--- src/sv/gaup_div.sv ---
module gaup_div #(
  parameter int NUM_W  = 44,
  parameter int DEN_W  = 26,
  parameter int QUOT_W = 16
) (
  input  logic              clk_i,
  input  logic              en_i,
  input  logic [NUM_W-1:0]  num_i,
  input  logic [DEN_W-1:0]  den_i,
  output logic [QUOT_W-1:0] quot_o
);

  localparam int REM_W = DEN_W + 1;

  logic [DEN_W-1:0]  rem_q  [QUOT_W];
  logic [QUOT_W-1:0] low_q  [QUOT_W];
  logic [DEN_W-1:0]  den_q  [QUOT_W];
  logic [QUOT_W-1:0] quot_q [QUOT_W];

  for (genvar k = 0; k < QUOT_W; k++) begin : g_step
    logic [DEN_W-1:0]  rem_in;
    logic [QUOT_W-1:0] low_in;
    logic [DEN_W-1:0]  den_in;
    logic [QUOT_W-1:0] quot_in;
    logic [REM_W-1:0]  trial;
    logic              ge;
    logic [DEN_W-1:0]  rem_d;

    if (k == 0) begin : g_first
      // quotient fits QUOT_W bits, so the top part is already below the divisor
      assign rem_in  = DEN_W'(num_i >> QUOT_W);
      assign low_in  = num_i[QUOT_W-1:0];
      assign den_in  = den_i;
      assign quot_in = '0;
    end else begin : g_rest
      assign rem_in  = rem_q[k-1];
      assign low_in  = low_q[k-1];
      assign den_in  = den_q[k-1];
      assign quot_in = quot_q[k-1];
    end

    always_comb begin
      trial = {rem_in, low_in[QUOT_W-1]};
      ge    = (trial >= {1'b0, den_in});
      rem_d = ge ? DEN_W'(trial - {1'b0, den_in}) : DEN_W'(trial);
    end

    always_ff @(posedge clk_i) begin
      if (en_i) begin
        rem_q[k]  <= rem_d;
        low_q[k]  <= low_in << 1;
        den_q[k]  <= den_in;
        quot_q[k] <= {quot_in[QUOT_W-2:0], ge};
      end
    end
  end

  assign quot_o = quot_q[QUOT_W-1];

endmodule

--- config.mk ---
export PLATFORM = sky130hd
export DESIGN_NAME = gaup_div
export DESIGN_NICKNAME = d
export VERILOG_FILES = /design/src/sv/gaup_div.sv
export SDC_FILE = /design/constraint.sdc
export NUM_CORES = 2
export LEC_CHECK = 0
export BUFFER_PORTS_ARGS = -buffer_cell sky130_fd_sc_hd__buf_2
export CAP_MARGIN = 20
export CORE_MARGIN = 3
export CORE_UTILIZATION = 55
export CTS_CLUSTER_SIZE = 30
export DETAILED_ROUTE_END_ITERATION = 8
export PLACE_DENSITY = 0.71
export SLEW_MARGIN = 20
export SYNTH_ARGS = -nofsm -noshare
export SYNTH_HDL_FRONTEND = slang
export SYNTH_SLANG_ARGS = --single-unit
--- constraint.sdc ---
create_clock -name clk_i -period 6.5 [get_ports clk_i]
set_input_delay 0.65 -clock clk_i [delete_from_list [all_inputs] [get_ports clk_i]]
set_output_delay 0.65 -clock clk_i [all_outputs]
set_load 0.005 [all_outputs]
==> run summary <==
The weighted congestion at the end of routability-driven global placement is roughly 0.95. The signal on the critical path passes through inv_1 -> ha_1 -> inv_1 -> fa_1 -> a21o_1 -> a31oi_1 -> o31ai_1 -> a221oi_1 -> o21ai_0 -> a211oi_1 -> nor3_1 -> a311o_1 -> mux2_2. The number of pins with negative max-slew slack in the final report is 0. The synthesized design spends more area on one cell type than any other, namely sky130_fd_sc_hd__edfxtp_1.

After technology mapping, the gate count stands at between 4000 and 5000. The routed via count came out at 36900. The y dimension of the die is between 300 and 400 microns. The category of the most critical setup path is reg2reg. The standard cell with the maximum stage delay on the critical path is sky130_fd_sc_hd__a221oi_1. The min-delay analysis places its worst path in the category in2reg.

The clock sink count came out at 1036. The met3 layer wire length in the routed design came out at between 4000 and 5000 microns. The post-layout utilization of the core is between 60% and 70%. The run finished with clean final reports. The count of buffers inserted at the top-level ports is 85. After detailed routing, the average wire length per cell comes to about 18 microns. The net count of the finished layout came out at 5475. The fmax came out at roughly 230 MHz. Setup repair after global routing left no endpoint under its margin.

In this run the worst path has a maximum fanout of 4. The async set or reset register ratio after synthesis came out at 0%. The routed metal-1 wire length came out at 49000 microns. The mean area per synthesized cell is 11.8 sq um. The cts-stage hold buffer count is 0.

The peak supply drop came out at approximately 0.29 mV. The final clock skew came out at approximately 0.025 ns. The post-synthesis register bit count is between 1000 and 1500. The cell count after placement is 6228. The relative slew slack came out at between 20% and 30%. The clock tree buffer depth came out at 3.

By area the synthesized netlist is led by sky130_fd_sc_hd__edfxtp_1 (54%), sky130_fd_sc_hd__ha_1 (9.1%), sky130_fd_sc_hd__mux2_2 (4.9%). The post-layout total power came out at slightly above 0.03 W. The primary flip-flop cell chosen by synthesis mapping is sky130_fd_sc_hd__edfxtp_1.

Dividing total power by cell area gives a power density of ~480 mW/mm^2. The final HPWL from detailed placement came out at just under 90000 microns. By count the netlist is led by sky130_fd_sc_hd__edfxtp_1 (1036), sky130_fd_sc_hd__inv_1 (544), sky130_fd_sc_hd__ha_1 (416). The largest net degree at the start of global routing is about 170. After detailed routing, the number of remaining DRC violations is 0. The part of the Yosys area used for sequential elements came out at roughly 54%.

The worst setup path is launched from a flip-flop. The hold violation count in the final report came to 0. The synthesized-area fraction occupied by adder cells came out at 9.64%.

The number of cells in the finished layout apart from fillers came out at approximately 6400. The minimum clock period after layout came out at 4.26 ns. The initial utilization of the core area, before any placement, comes to a little under three fifths.

The core footprint is 0.102 sq mm. After the first detailed-routing iteration, the DRC count stood at between 2000 and 3000. The post-CTS clock slew at the launch and capture registers of the worst setup and hold paths came out at 0.06 ns. For this run, the detailed router's first-pass iteration total came to 5. The number of global-route vias before repair is between 30000 and 40000. The first global-routing pass estimated around 190000 microns of wire. The maximum level of the CTS H-tree came out at 3. The total buffers and inverters traversed by the critical path came out at 2.

At the pin with the least slew margin, the transition time is 1.08 ns. The area enclosed by the die boundary is ~0.11 sq mm. The leftover overflow at the end of global routing came out at 0.

The clock reaches the later pin of the worst-skew pair after 0.70 ns. Among cell families on the critical path, the largest total delay comes from compound AO/OA/AOI/OAI gates. The initialized floorplan defines approximately 120 standard-cell rows. In this run the top signal layer used is met4. The post-route antenna net violation count is 0.

The total setup violations reported at the end of the flow is 0. Synthesis instantiated between 80 and 90 different standard cells from the library. STA classifies the critical path endpoint as a flip-flop. The count of antenna diodes in the layout came out at 0. The total I/O pin count came out at between 80 and 90. The required time of the critical path is ~7 ns. The global-route total usage across every layer is roughly 22%. The post-synthesis to final-layout area growth came out at 9.87%. The clock tree root driver cell is sky130_fd_sc_hd__clkbuf_16. The multiplexer share of the synthesized area is roughly 5.3%. Cells with a size suffix above 1 make up a little over a tenth of the layout.

The main combinational cell family by area after synthesis is compound AO/OA/AOI/OAI gates. The number of max-capacitance violations reported is 0. Summed over its instances, the top area cell type makes up a little over half of the synthesized netlist area. The number of flops mapped to enable cells by yosys is slightly above 1000.

For this run, the slowest stage of the critical path takes slightly below 0.7 ns. The most numerous cell type found on the critical path is sky130_fd_sc_hd__inv_1. Data on the critical path arrives at its endpoint at ~4.7 ns. The TritonCTS clock tree is built.

The static leakage power is roughly 26 nW. The routed via count divided by cell count came out at 5.73. The number of nets handed over by synthesis was ~5400. Adding up every negative setup slack in the final design gives 0 ns. The minimum setup slack after placement is between 2 and 2.5 ns. The warning count from the yosys run came out at 0. The total detailed-routing wirelength is between 100000 and 150000 microns. Setup slack closes at 2.24 ns. After clock tree synthesis, the repair step resized 0 gates.

The number of buffers created by CTS came out at 110. The die boundary width is 328 microns. The count of buffers added by post-CTS timing repair for setup is 0. Summed over all nets, wire length on met2 after detailed routing comes to just over 60000 microns. In the post-synthesis netlist, the cell with the most instances is sky130_fd_sc_hd__edfxtp_1.

The area of the mapped netlist came out at 0.0571 sq mm. The post-synthesis share of cell area spent on xor and xnor gates is a little under 5%. The number of antenna violations at the first check in global routing is 0.

The final critical-path share of the clock period came out at between 60% and 70%. The synthesized netlist devotes ~14% of its cell area to compound gates. Of the total synthesized cell area, the portion taken by AND, OR, NAND and NOR gates is between 7 and 8%.
## registers in the layout, summed over array words and instances, names as in the netlist
register,flops
quot_q,136
den_q,390
rem_q,390
low_q,120
## power breakdown
group | internal [W] | switching (W) | total, W
registers | 0.00975 | 0.000984 | 0.0107
logic | 0.00609 | 0.00722 | 0.0133
clock network | 0.00361 | 0.00258 | 0.00619
total | 0.0195 | 0.0108 | 0.0302
## metal layers
metal	GRT usage, %	vias to the layer above
met5	0	-
met2	39.0	789
met4	9.01	0
met1	27.0	17700
li1	-	18200
met3	2.61	238
## worst paths after layout
| path | start | to | slack, ns | cells after the start |
|---|---|---|---|---|
| setup / recovery | low_q[3][14] | rem_q[0][128] | 2.24 | 13 |
| hold / removal | num_i[7] | low_q[0][7] | 0.14 | 1 |
| setup reg to reg | low_q[3][14] | rem_q[0][128] | 2.24 | 13 |
| hold reg to reg | quot_q[0][50] | quot_q[0][67] | 0.41 | 0 |
## cell usage in the layout, fill, tap and decap left out, drive strengths merged, types with 53 or more instances in the layout
cell type  instances
edfxtp          1036
inv              548
ha               416
a21oi            407
nor2             256
mux2             250
o21ai            238
nand2            234
a21o             217
xnor2            204
clkbuf           135
xor2             112
buf              111
nand3             82
nand4             61
and3              56
nor2b             54
nor3              53
## worst register-to-register path, delay by kind of cell (launching register included)
family	cells	cell delay [ns]
simple gates	1	0.11
flops	1	0.38
compound gates	7	2.58
buf+inv	2	0.14
fa+ha+maj	2	0.54
mux	1	0.26
## layout make-up
cell class,instances,area (sq um)
Inverter,545,2050
Timing Repair Buffer,111,693
Clock buffer,135,2870
Fill cell,8154,39700
Tap cell,1368,1710
Multi-Input combinational cell,3168,23600
Clock inverter,71,719
Sequential cell,1036,31100
## logic make-up (layout without fill, tap and decap cells)
group,Yosys count,in the layout
adders and majority gates,431,431
muxes,270,270
DFF,1036,1036
buffers and inverters,644,862
xor gates and xnor gates,316,316
AOI/OAI and AO/OA,1222,1222
and+or+nand+nor,929,929
## through the flow
stage / cell area, sq um / hold slack (ns)
floorplan: 57100 / 0.400
global placement: 59100 / 0.401
detailed placement: 59200 / 0.405
CTS: 62700 / 0.0824
global route: 62700 / 0.0894
finish: 62700 / 0.140
No activity file was read; power rests on OpenSTA's default activity.
